## config.mk

```make
export PLATFORM = sky130hd
export DESIGN_NAME = power_fault_supervisor_flat
export DESIGN_NICKNAME = d
export VERILOG_FILES = /design/src/hdl/pfs_pkg.sv /design/src/hdl/pfs_chan_if.sv /design/src/hdl/pfs_cfg_regs.sv /design/src/hdl/pfs_check.sv /design/src/hdl/pfs_summary.sv /design/src/hdl/power_fault_supervisor.sv /design/src/flat_wrapper.sv
export SDC_FILE = /design/constraint.sdc
export NUM_CORES = 2
export LEC_CHECK = 0
export BUFFER_PORTS_ARGS = -buffer_cell sky130_fd_sc_hd__buf_4
export CORE_AREA = 2 2 212 319
export CTS_BUF_LIST = sky130_fd_sc_hd__clkbuf_16
export CTS_CLUSTER_DIAMETER = 30
export DETAILED_ROUTE_END_ITERATION = 16
export DIE_AREA = 0 0 214 321
export HOLD_SLACK_MARGIN = 0.06
export PLACE_DENSITY_LB_ADDON = 0.25
export SYNTH_ARGS = -nofsm -noshare
export SYNTH_HDL_FRONTEND = slang
export SYNTH_HIERARCHICAL = 1
export SYNTH_SLANG_ARGS = --single-unit
export TNS_END_PERCENT = 1
```

## constraint.sdc

```tcl
create_clock -name clk -period 5.48 [get_ports clk]
set_clock_uncertainty 0.05 [all_clocks]
set_input_delay 1.644 -clock clk [delete_from_list [all_inputs] [get_ports clk]]
set_output_delay 1.644 -clock clk [all_outputs]
set_load 0.01 [all_outputs]
```

## src/hdl/pfs_pkg.sv

```systemverilog
`default_nettype none

package pfs_pkg;

  localparam int VOLT_W      = 24;
  localparam int TEMP_W      = 16;
  localparam int TIME_W      = 48;
  localparam int CMD_W       = 2;
  localparam int FIDX_W      = 5;
  localparam int FAULT_OUT_W = 20;
  localparam int COUNT_W     = 5;
  localparam int ACT_W       = 6;
  localparam int CFG_IDX_W   = 4;
  localparam int CFG_DATA_W  = 24;

  // commands
  localparam logic [CMD_W-1:0] CMD_ANALYZE   = 2'd0;
  localparam logic [CMD_W-1:0] CMD_SET       = 2'd1;
  localparam logic [CMD_W-1:0] CMD_CLEAR     = 2'd2;
  localparam logic [CMD_W-1:0] CMD_CLEAR_ALL = 2'd3;

  // configuration register indexes
  localparam logic [CFG_IDX_W-1:0] REG_NO_BATTERY   = 4'd0;
  localparam logic [CFG_IDX_W-1:0] REG_NETWORK_MIN  = 4'd1;
  localparam logic [CFG_IDX_W-1:0] REG_NETWORK_MAX  = 4'd2;
  localparam logic [CFG_IDX_W-1:0] REG_CONV_MIN     = 4'd3;
  localparam logic [CFG_IDX_W-1:0] REG_CONV_MAX     = 4'd4;
  localparam logic [CFG_IDX_W-1:0] REG_BAT_FAULT_MIN = 4'd5;
  localparam logic [CFG_IDX_W-1:0] REG_BAT_FAULT_MAX = 4'd6;
  localparam logic [CFG_IDX_W-1:0] REG_RADIATOR_TRIP = 4'd7;

  // fault numbers handled by the sample checks
  localparam int FLT_NO_BATTERY  = 0;
  localparam int FLT_NET_LOW     = 6;
  localparam int FLT_NET_HIGH    = 7;
  localparam int FLT_CONV_LOW    = 8;
  localparam int FLT_CONV_HIGH   = 9;
  localparam int FLT_BAT_LOW     = 10;
  localparam int FLT_BAT_HIGH    = 11;
  localparam int FLT_MODE_CANCEL = 15;
  localparam int FLT_OVERHEAT    = 18;
  localparam int FLT_SENSOR_OPEN = 19;
  localparam int NUM_ACT_FAULTS  = 20;

  localparam logic signed [TEMP_W-1:0] SENSOR_OPEN_TEMP = -16'sd15000;

  // action masks: b0 stop charge, b1 stop discharge, b2 conv off,
  // b3 payload off, b4 pause charge, b5 pause discharge
  localparam logic [ACT_W-1:0] ACT_ALL_STOP = 6'h0F;
  localparam logic [ACT_W-1:0] ACT_DIS_STOP = 6'h0A;
  localparam logic [ACT_W-1:0] ACT_HEAT     = 6'h3C;
  localparam logic [ACT_W-1:0] ACT_NONE     = 6'h00;

  typedef struct packed {
    logic [CMD_W-1:0]         cmd;
    logic signed [VOLT_W-1:0] battery_volts;
    logic signed [VOLT_W-1:0] network_volts;
    logic signed [VOLT_W-1:0] converter_volts;
    logic signed [TEMP_W-1:0] radiator_temp;
    logic                     precharge_on;
    logic                     contactor_on;
    logic [TIME_W-1:0]        time_now;
    logic [FIDX_W-1:0]        fault_index;
  } pfs_in_t;

  typedef struct packed {
    logic [FAULT_OUT_W-1:0] fault_bits;
    logic [COUNT_W-1:0]     fault_count;
    logic [ACT_W-1:0]       action_mask;
    logic                   led_pulse;
  } pfs_out_t;

  typedef struct packed {
    logic signed [VOLT_W-1:0] no_battery_level;
    logic signed [VOLT_W-1:0] network_min;
    logic signed [VOLT_W-1:0] network_max;
    logic signed [VOLT_W-1:0] converter_min;
    logic signed [VOLT_W-1:0] converter_max;
    logic signed [VOLT_W-1:0] battery_fault_min;
    logic signed [VOLT_W-1:0] battery_fault_max;
    logic signed [TEMP_W-1:0] radiator_trip_temp;
  } pfs_cfg_t;

  function automatic logic [ACT_W-1:0] act_of(input int n);
    logic [ACT_W-1:0] a;
    case (n)
      2, 3, 5: a = ACT_DIS_STOP;
      18:      a = ACT_HEAT;
      19:      a = ACT_NONE;
      default: a = ACT_ALL_STOP;
    endcase
    return a;
  endfunction

endpackage

`default_nettype wire

```

## src/hdl/pfs_chan_if.sv

```systemverilog
`default_nettype none

interface pfs_chan_if #(
  parameter type T = logic
);
  logic valid;
  logic ready;
  T     data;

  modport source (output valid, output data, input ready);
  modport sink (input valid, input data, output ready);
endinterface

`default_nettype wire

```

## src/hdl/pfs_cfg_regs.sv

```systemverilog
`default_nettype none

module pfs_cfg_regs (
  input  wire logic                               clk,
  input  wire logic                               rst,
  input  wire logic                               cfg_we,
  input  wire logic [pfs_pkg::CFG_IDX_W-1:0]      cfg_index,
  input  wire logic [pfs_pkg::CFG_DATA_W-1:0]     cfg_data,
  output pfs_pkg::pfs_cfg_t                       cfg
);

  always_ff @(posedge clk) begin
    if (rst) begin
      cfg.no_battery_level   <= 24'sd0;
      cfg.network_min        <= 24'sd0;
      cfg.network_max        <= 24'sh7FFFFF;
      cfg.converter_min      <= 24'sd0;
      cfg.converter_max      <= 24'sh7FFFFF;
      cfg.battery_fault_min  <= 24'sd0;
      cfg.battery_fault_max  <= 24'sh7FFFFF;
      cfg.radiator_trip_temp <= 16'sd8000;
    end else if (cfg_we) begin
      case (cfg_index)
        pfs_pkg::REG_NO_BATTERY:    cfg.no_battery_level   <= cfg_data;
        pfs_pkg::REG_NETWORK_MIN:   cfg.network_min        <= cfg_data;
        pfs_pkg::REG_NETWORK_MAX:   cfg.network_max        <= cfg_data;
        pfs_pkg::REG_CONV_MIN:      cfg.converter_min      <= cfg_data;
        pfs_pkg::REG_CONV_MAX:      cfg.converter_max      <= cfg_data;
        pfs_pkg::REG_BAT_FAULT_MIN: cfg.battery_fault_min  <= cfg_data;
        pfs_pkg::REG_BAT_FAULT_MAX: cfg.battery_fault_max  <= cfg_data;
        pfs_pkg::REG_RADIATOR_TRIP: cfg.radiator_trip_temp <= cfg_data[pfs_pkg::TEMP_W-1:0];
        default: ;  // unknown index: dropped
      endcase
    end
  end

endmodule

`default_nettype wire

```

## src/hdl/pfs_check.sv

```systemverilog
`default_nettype none

module pfs_check #(
  parameter int              NUM_FAULTS    = 20,
  parameter longint unsigned CONFIRM_TICKS = 96000000,
  parameter int              RESUME_TEMP   = 6000
) (
  input  wire logic                  clk,
  input  wire logic                  rst,
  input  wire logic                  en,
  input  wire pfs_pkg::pfs_in_t      item,
  input  wire pfs_pkg::pfs_cfg_t     cfg,
  output logic [NUM_FAULTS-1:0]      flags_next
);

  localparam logic [pfs_pkg::TIME_W-1:0] CONFIRM = pfs_pkg::TIME_W'(CONFIRM_TICKS);
  localparam logic signed [pfs_pkg::TEMP_W-1:0] RESUME = pfs_pkg::TEMP_W'(RESUME_TEMP);

  logic [NUM_FAULTS-1:0]       flags;
  logic [NUM_FAULTS-1:0]       sel;
  logic [pfs_pkg::TIME_W-1:0]  net_low_since, net_high_since;
  logic [pfs_pkg::TIME_W-1:0]  conv_low_since, conv_high_since;
  logic                        net_ok_low, net_ok_high, conv_ok_low, conv_ok_high;
  logic                        cf_net_low, cf_net_high, cf_conv_low, cf_conv_high;
  logic                        may_clear, analyze;

  // in-range tests; a stamp follows time_now while its voltage is in range
  assign net_ok_low   = item.network_volts > cfg.network_min;
  assign net_ok_high  = item.network_volts < cfg.network_max;
  assign conv_ok_low  = item.converter_volts > cfg.converter_min;
  assign conv_ok_high = item.converter_volts < cfg.converter_max;

  // elapsed ticks wrap modulo 2^48
  assign cf_net_low   = (item.time_now - net_low_since) >= CONFIRM;
  assign cf_net_high  = (item.time_now - net_high_since) >= CONFIRM;
  assign cf_conv_low  = (item.time_now - conv_low_since) >= CONFIRM;
  assign cf_conv_high = (item.time_now - conv_high_since) >= CONFIRM;

  assign may_clear = !flags[pfs_pkg::FLT_MODE_CANCEL];
  assign analyze   = item.cmd == pfs_pkg::CMD_ANALYZE;

  always_comb begin
    for (int n = 0; n < NUM_FAULTS; n++) begin
      sel[n] = item.fault_index == pfs_pkg::FIDX_W'(n);
    end
  end

  always_comb begin
    flags_next = flags;
    case (item.cmd)
      pfs_pkg::CMD_ANALYZE: begin
        if (item.battery_volts < cfg.no_battery_level) begin
          if (item.precharge_on) flags_next[pfs_pkg::FLT_NO_BATTERY] = 1'b1;
        end else if (may_clear) begin
          flags_next[pfs_pkg::FLT_NO_BATTERY] = 1'b0;
        end

        if (net_ok_low) begin
          if (may_clear) flags_next[pfs_pkg::FLT_NET_LOW] = 1'b0;
        end else if (cf_net_low) begin
          flags_next[pfs_pkg::FLT_NET_LOW] = 1'b1;
        end

        if (net_ok_high) begin
          if (may_clear) flags_next[pfs_pkg::FLT_NET_HIGH] = 1'b0;
        end else if (cf_net_high) begin
          flags_next[pfs_pkg::FLT_NET_HIGH] = 1'b1;
        end

        if (conv_ok_low) begin
          if (may_clear) flags_next[pfs_pkg::FLT_CONV_LOW] = 1'b0;
        end else if (cf_conv_low) begin
          flags_next[pfs_pkg::FLT_CONV_LOW] = 1'b1;
        end

        if (conv_ok_high) begin
          if (may_clear) flags_next[pfs_pkg::FLT_CONV_HIGH] = 1'b0;
        end else if (cf_conv_high) begin
          flags_next[pfs_pkg::FLT_CONV_HIGH] = 1'b1;
        end

        if (item.battery_volts < cfg.battery_fault_min) begin
          if (item.contactor_on) flags_next[pfs_pkg::FLT_BAT_LOW] = 1'b1;
        end else if (may_clear) begin
          flags_next[pfs_pkg::FLT_BAT_LOW] = 1'b0;
        end

        if (item.battery_volts > cfg.battery_fault_max) begin
          flags_next[pfs_pkg::FLT_BAT_HIGH] = 1'b1;
        end else if (may_clear) begin
          flags_next[pfs_pkg::FLT_BAT_HIGH] = 1'b0;
        end

        // overheat with resume hysteresis, never held by mode cancel
        if (item.radiator_temp > cfg.radiator_trip_temp) begin
          flags_next[pfs_pkg::FLT_OVERHEAT] = 1'b1;
        end else if (item.radiator_temp < RESUME) begin
          flags_next[pfs_pkg::FLT_OVERHEAT] = 1'b0;
        end

        flags_next[pfs_pkg::FLT_SENSOR_OPEN] = item.radiator_temp < pfs_pkg::SENSOR_OPEN_TEMP;
      end
      pfs_pkg::CMD_SET:       flags_next = flags | sel;
      pfs_pkg::CMD_CLEAR:     flags_next = flags & ~sel;
      pfs_pkg::CMD_CLEAR_ALL: flags_next = '0;
      default:                flags_next = flags;
    endcase
  end

  always_ff @(posedge clk) begin
    if (rst) begin
      flags           <= '0;
      net_low_since   <= '0;
      net_high_since  <= '0;
      conv_low_since  <= '0;
      conv_high_since <= '0;
    end else if (en) begin
      flags <= flags_next;
      if (analyze) begin
        if (net_ok_low)   net_low_since   <= item.time_now;
        if (net_ok_high)  net_high_since  <= item.time_now;
        if (conv_ok_low)  conv_low_since  <= item.time_now;
        if (conv_ok_high) conv_high_since <= item.time_now;
      end
    end
  end

`ifndef SYNTHESIS
  a_flags_hold: assert property (@(posedge clk) disable iff (rst)
    !en |=> $stable(flags))
    else $error("fault flags changed with no beat in the check stage");

  a_clear_all: assert property (@(posedge clk) disable iff (rst)
    (en && item.cmd == pfs_pkg::CMD_CLEAR_ALL) |=> (flags == '0))
    else $error("clear all left a fault standing");

  a_stamp_hold: assert property (@(posedge clk) disable iff (rst)
    !(en && analyze) |=> ($stable(net_low_since) && $stable(conv_high_since)))
    else $error("confirmation stamp moved outside an analyse beat");
`endif

endmodule

`default_nettype wire

```

## src/hdl/pfs_summary.sv

```systemverilog
`default_nettype none

module pfs_summary #(
  parameter int NUM_FAULTS = 20
) (
  input  wire logic [NUM_FAULTS-1:0] flags,
  output pfs_pkg::pfs_out_t          summary
);

  localparam int CNT_W = $clog2(NUM_FAULTS + 1);

  logic [CNT_W-1:0]              cnt;
  logic [pfs_pkg::ACT_W-1:0]     acts;

  always_comb begin
    cnt  = '0;
    acts = '0;
    for (int n = 0; n < NUM_FAULTS; n++) begin
      cnt = cnt + CNT_W'(flags[n]);
      if (n < pfs_pkg::NUM_ACT_FAULTS && flags[n]) acts = acts | pfs_pkg::act_of(n);
    end
  end

  always_comb begin
    summary.fault_bits  = flags[pfs_pkg::FAULT_OUT_W-1:0];
    summary.fault_count = cnt[pfs_pkg::COUNT_W-1:0];
    summary.action_mask = acts;
    summary.led_pulse   = |flags;
  end

endmodule

`default_nettype wire

```

## src/hdl/power_fault_supervisor.sv

```systemverilog
`default_nettype none

// Channel   Dir  Payload              Beat taken when
// item      in   pfs_pkg::pfs_in_t    item.valid && item.ready
// result    out  pfs_pkg::pfs_out_t   result.valid && result.ready
// cfg_*     in   index + 24b data     cfg_we (no back-pressure)
//
// One beat in and one beat out per clock unless a result is held by the sink;
// each item passes the input reg, then fault state + flag reg, then result reg.
// The check stage registers its fault state with the flag register, so it never holds the next item back.
// The whole pipe stalls together while a result is held by the sink.
// rst (synchronous) clears valids, all faults, the four stamps and reloads
// the threshold registers with their reset values.

module power_fault_supervisor #(
  parameter int              NUM_FAULTS    = 20,
  parameter longint unsigned CONFIRM_TICKS = 96000000,
  parameter int              RESUME_TEMP   = 6000
) (
  input  wire logic                           clk,
  input  wire logic                           rst,
  input  wire logic                           cfg_we,
  input  wire logic [pfs_pkg::CFG_IDX_W-1:0]  cfg_index,
  input  wire logic [pfs_pkg::CFG_DATA_W-1:0] cfg_data,
  pfs_chan_if.sink                            item,
  pfs_chan_if.source                          result
);

  pfs_pkg::pfs_cfg_t     cfg;
  pfs_pkg::pfs_in_t      s1_item;
  pfs_pkg::pfs_out_t     summary;
  logic                  s1_valid;
  logic                  s2_valid;
  logic [NUM_FAULTS-1:0] s2_flags;
  logic [NUM_FAULTS-1:0] flags_next;
  logic                  adv;

  // everything moves unless a finished result is still waiting
  assign adv        = !result.valid || result.ready;
  assign item.ready = adv;

  pfs_cfg_regs u_cfg (
    .clk       (clk),
    .rst       (rst),
    .cfg_we    (cfg_we),
    .cfg_index (cfg_index),
    .cfg_data  (cfg_data),
    .cfg       (cfg)
  );

  // stage 1: input register
  always_ff @(posedge clk) begin
    if (rst) begin
      s1_valid <= 1'b0;
    end else if (adv) begin
      s1_valid <= item.valid;
    end
  end

  always_ff @(posedge clk) begin
    if (adv && item.valid) begin
      s1_item <= item.data;
    end
  end

  // stage 2: fault state update, new flags captured for the summary
  pfs_check #(
    .NUM_FAULTS    (NUM_FAULTS),
    .CONFIRM_TICKS (CONFIRM_TICKS),
    .RESUME_TEMP   (RESUME_TEMP)
  ) u_check (
    .clk        (clk),
    .rst        (rst),
    .en         (adv && s1_valid),
    .item       (s1_item),
    .cfg        (cfg),
    .flags_next (flags_next)
  );

  always_ff @(posedge clk) begin
    if (rst) begin
      s2_valid <= 1'b0;
    end else if (adv) begin
      s2_valid <= s1_valid;
    end
  end

  always_ff @(posedge clk) begin
    if (adv && s1_valid) begin
      s2_flags <= flags_next;
    end
  end

  // stage 3: count, action mask and lamp into the result register
  pfs_summary #(
    .NUM_FAULTS (NUM_FAULTS)
  ) u_summary (
    .flags   (s2_flags),
    .summary (summary)
  );

  always_ff @(posedge clk) begin
    if (rst) begin
      result.valid <= 1'b0;
    end else if (adv) begin
      result.valid <= s2_valid;
    end
  end

  always_ff @(posedge clk) begin
    if (adv && s2_valid) begin
      result.data <= summary;
    end
  end

`ifndef SYNTHESIS
  a_lamp_bits: assert property (@(posedge clk) disable iff (rst)
    (result.valid && result.data.fault_bits != '0) |-> result.data.led_pulse)
    else $error("lamp off with faults standing");

  a_lamp_acts: assert property (@(posedge clk) disable iff (rst)
    (result.valid && result.data.action_mask != '0) |-> result.data.led_pulse)
    else $error("actions requested with lamp off");

  a_s1_hold: assert property (@(posedge clk) disable iff (rst)
    (s1_valid && !adv) |=> (s1_valid && $stable(s1_item)))
    else $error("input stage lost its beat during a stall");

  a_s2_feed: assert property (@(posedge clk) disable iff (rst)
    (adv && s1_valid) |=> s2_valid)
    else $error("check stage beat did not reach the flag register");
`endif

endmodule

`default_nettype wire

```

## src/flat_wrapper.sv

```systemverilog
// flat-port wrapper written by rule: the top's interface ports become plain ports
module power_fault_supervisor_flat import pfs_pkg::*;
#(
  parameter int              NUM_FAULTS    = 20,
  parameter longint unsigned CONFIRM_TICKS = 96000000,
  parameter int              RESUME_TEMP   = 6000
)
  (clk, rst, cfg_we, cfg_index, cfg_data, item_valid, item_data, item_ready, result_valid, result_data, result_ready);
  pfs_chan_if #(.T(pfs_in_t)) item_i ();
  pfs_chan_if #(.T(pfs_out_t)) result_i ();
  input  wire logic clk;
  input  wire logic rst;
  input  wire logic cfg_we;
  input  wire logic [pfs_pkg::CFG_IDX_W-1:0] cfg_index;
  input  wire logic [pfs_pkg::CFG_DATA_W-1:0] cfg_data;
  input wire logic [$bits(item_i.valid)-1:0] item_valid;
  input wire logic [$bits(item_i.data)-1:0] item_data;
  output wire logic [$bits(item_i.ready)-1:0] item_ready;
  output wire logic [$bits(result_i.valid)-1:0] result_valid;
  output wire logic [$bits(result_i.data)-1:0] result_data;
  input wire logic [$bits(result_i.ready)-1:0] result_ready;
  assign item_i.valid = item_valid;
  assign item_i.data = item_data;
  assign item_ready = item_i.ready;
  assign result_valid = result_i.valid;
  assign result_data = result_i.data;
  assign result_i.ready = result_ready;
  power_fault_supervisor #(.NUM_FAULTS(NUM_FAULTS), .CONFIRM_TICKS(CONFIRM_TICKS), .RESUME_TEMP(RESUME_TEMP)) u_core (.clk(clk), .rst(rst), .cfg_we(cfg_we), .cfg_index(cfg_index), .cfg_data(cfg_data), .item(item_i), .result(result_i));
endmodule
```

==> results by group <==
Drt
  • Initial drt markers: around 2.1k
  • Drt wl/cell: ~21 um
  • Vias/cell: 6.00
  • Routed via count: approximately 34k
  • Drt total wl: about 120 mm
  • Initial DRT Pass Iterations: 6
  • DRC viols: 0
  • Final ANT Viol Nets: 0

Synth
  • Mean post-synth cell area: 8.76 sq um
  • EDFF count, synth: roughly 200
  • Ys async rst share: 0
  • Synth cell types: between 100 and 150
  • Mapped Area: 0.0393 sq mm
  • Top-area cell type share of the netlist area: 0.203
  • Area leader, netlist: dfxtp_1
  • Synth top cells by count: 568 x nor2_1, 433 x inv_1, 399 x dfxtp_1
  • Post-synthesis cell count: approximately 4.5k
  • #FFs+latches synth: around 600
  • Sequential area share after synthesis: 0.354
  • Yosys warnings: 6
  • Top-count cell post-synth: nor2_1
  • Dominant cells by area after synthesis: dfxtp_1 20%, edfxtp_1 15%, ha_1 12%
  • Synth Flop Type: dfxtp_1
  • Syn_nets: 5055

Timing
  • Final Cycle Share: 0.964
  • Worst Max-Slew Pin Slew: roughly 1.2 ns
  • TNS Setup: 0 ns
  • Endpoints failing hold: 0
  • Final min period: ~5.3 ns
  • RSZ-0062 raised after global routing: no
  • Fmax: roughly 190 MHz
  • Worst setup margin: 0.199 ns
  • Setup violations, final: 0
  • Hold slack: about 0.40 ns
  • Rel. slew slack: 0.218
  • Max Slew Vio Count: 0

Clocking
  • H-Tree Depth: 3
  • Hold buffer count at cts: 0
  • Clock Sink Count: between 500 and 600
  • Root buffer cell: clkbuf_16
  • Worst-path clk slew: 0.06 ns
  • Deepest clock path buffer count: 3
  • Clock buffer count from CTS: 100
  • Post-CTS Setup Bufs: 0
  • TritonCTS clock tree: done
  • Post-CTS Resized: 0
  • Worst-skew pair later-pin latency: between 0.6 and 0.7 ns

Setup path
  • Cell mode on critical path: a211oi_1
  • Critical path, cell by cell: inv_1 -> fa_1 -> nand2b_1 -> a21o_1 -> a211oi_1 -> nand4bb_1 -> a31oi_2 -> and3_1 -> or4_1 -> a2111o_1 -> nor4_2 -> buf_4 -> a211oi_1 -> or2_1
  • Setup CP Type: flop to flop
  • WP data arrival: around 5.6 ns
  • Slowest-stage cell, CP: a211oi_1
  • Worst Setup Start Kind: flop
  • Critical Path Max Stage Delay: 0.69 ns
  • Critical path peak fanout: 9
  • Worst Path Required: ~5.8 ns
  • Setup crit end kind: flop

Worst hold path
  • Hold WC Path Type: flop to flop

Final layout
  • Area Overhead vs Synth: 14.0%
  • Nets: slightly above 5k
  • Number of diodes: 0
  • Fill count: ~5.3k
  • Share of layout cells above drive strength 1: 0.101
  • Final core occ: 0.678

Floorplan
  • Chip height: approximately 320 um
  • Starting Density: 0.595
  • Cell Rows: around 120
  • Top Ports: roughly 210
  • Die Width: approximately 210 um
  • Core area: around 0.066 sq mm
  • Die area: 0.0687 sq mm

GRT
  • Vias in the first global route: between 30k and 40k
  • GRT overflow: 0
  • Busiest grt layer: met2
  • Total track usage: 0.334
  • Initial antenna violation count: 0
  • First-pass GRT wire length: 180 mm
  • M2 GR Usage: 0.648
  • M3 GR Usage: 0.0387
  • Largest net degree at the start of global routing: approximately 140
  • Met1 usage: 0.316

Placement
  • Pre-CTS WS: between 0.15 and 0.2 ns
  • Port Buffers: approximately 210
  • Placer Congestion: ~0.98
  • Detailed Place HPWL: 90.5 mm

Pwr
  • Static Leak: ~19 nW
  • Worst IR Drop VDD: 0.371 mV
  • Power Dens Cells: between 300 and 400 mW/mm^2

Run status
  • Outcome: finished clean

Job
  • # Max-Cap Violations: 0
## final timing paths
path                      startpoint                     end  slack [ns]  cells after the start
setup reg to reg   u_core/s1_item[6]      u_core/s2_flags[6]        0.20                     14
setup / recovery   u_core/s1_item[6]      u_core/s2_flags[6]        0.20                     14
hold reg to reg   u_core/s2_flags[3]  u_core/result.data[15]        0.40                      0
hold / removal    u_core/s2_flags[3]  u_core/result.data[15]        0.40                      0
## routing by layer
| metal | up-vias | routed length (um) |
|---|---|---|
| met1 | 15800 | 40300 |
| met3 | 474 | 4670 |
| met2 | 1121 | 62300 |
| met5 | - | 0 |
| met4 | 0 | 10100 |
| li1 | 16200 | - |
## through the flow
step | power [mW] | cell area (sq um) | cells
finish | 13.4 | 44800 | 5597
global route | 13.9 | 44800 | 5597
CTS | 13.5 | 44800 | 5597
detailed placement | 7.03 | 41300 | 5408
global placement | 7.00 | 41300 | 5408
floorplan | 6.34 | 39300 | 4483
## where the power goes
part,switching (mW),internal (mW),total [mW]
Clock,2.38,4.07,6.45
Sequential,0.149,4.74,4.89
Combinational,1.28,0.823,2.10
Total,3.81,9.63,13.4
## final cells by class
cell class / count / area (sq um) / area share
Tap cell: 885 / 1110 / 0.0247
Multi-Input combinational cell: 3253 / 22700 / 0.508
Sequential cell: 596 / 13900 / 0.310
Inverter: 434 / 1630 / 0.0364
Clock buffer: 105 / 2630 / 0.0587
Timing Repair Buffer: 240 / 1880 / 0.0421
Clock inverter: 84 / 882 / 0.0197
## state kept, by name, summed over array words and instances, names as in the netlist
name	cells
u_core/u_check/net_high_since	48
u_core/s1_valid	1
u_core/u_check/conv_high_since	48
u_core/result.data	32
u_core/u_check/conv_low_since	48
u_core/s2_flags	20
u_core/s1_item	145
u_core/u_check/net_low_since	48
u_core/s2_valid	1
u_core/u_check/flags	20
u_core/result.valid	1
u_core/u_cfg/cfg	184
## cell usage in the layout, fill, tap and decap left out, drive strengths merged, types with 41 or more instances in the layout
master  netlist  final
mux2i       351    351
xor2         41     41
nand3        62     62
o21a         42     42
a21oi       321    321
buf          78    240
o21ai       185    185
a211oi       43     43
nand4        96     96
nor2        569    569
edfxtp      197    197
ha          376    376
a21o        121    121
nand2       269    269
dfxtp       399    399
xnor2        42     42
inv         434    463
nand2b      173    173
clkbuf      121    105
nor3         64     64
## worst max-delay path, delay by kind of cell, from the launching register on
family,cells,cell delay (ns)
AO/OA/AOI/OAI,5,1.52
adder cells (fa/ha/maj),1,0.44
buffers and inverters,2,0.43
flip-flops,1,0.53
AND/OR/NAND/NOR,6,2.05
## logic make-up (layout without fill, tap and decap cells)
family          after synthesis  in the layout  synth area share
mux                         354            354            0.0903
buf+inv                     634            863            0.0675
simple gates               1408           1408             0.172
fa+ha+maj                   394            394             0.129
xor+xnor                     83             83            0.0185
flops                       596            596             0.354
compound gates             1014           1014             0.169
Note: power is estimated with default switching activity, not from simulation.
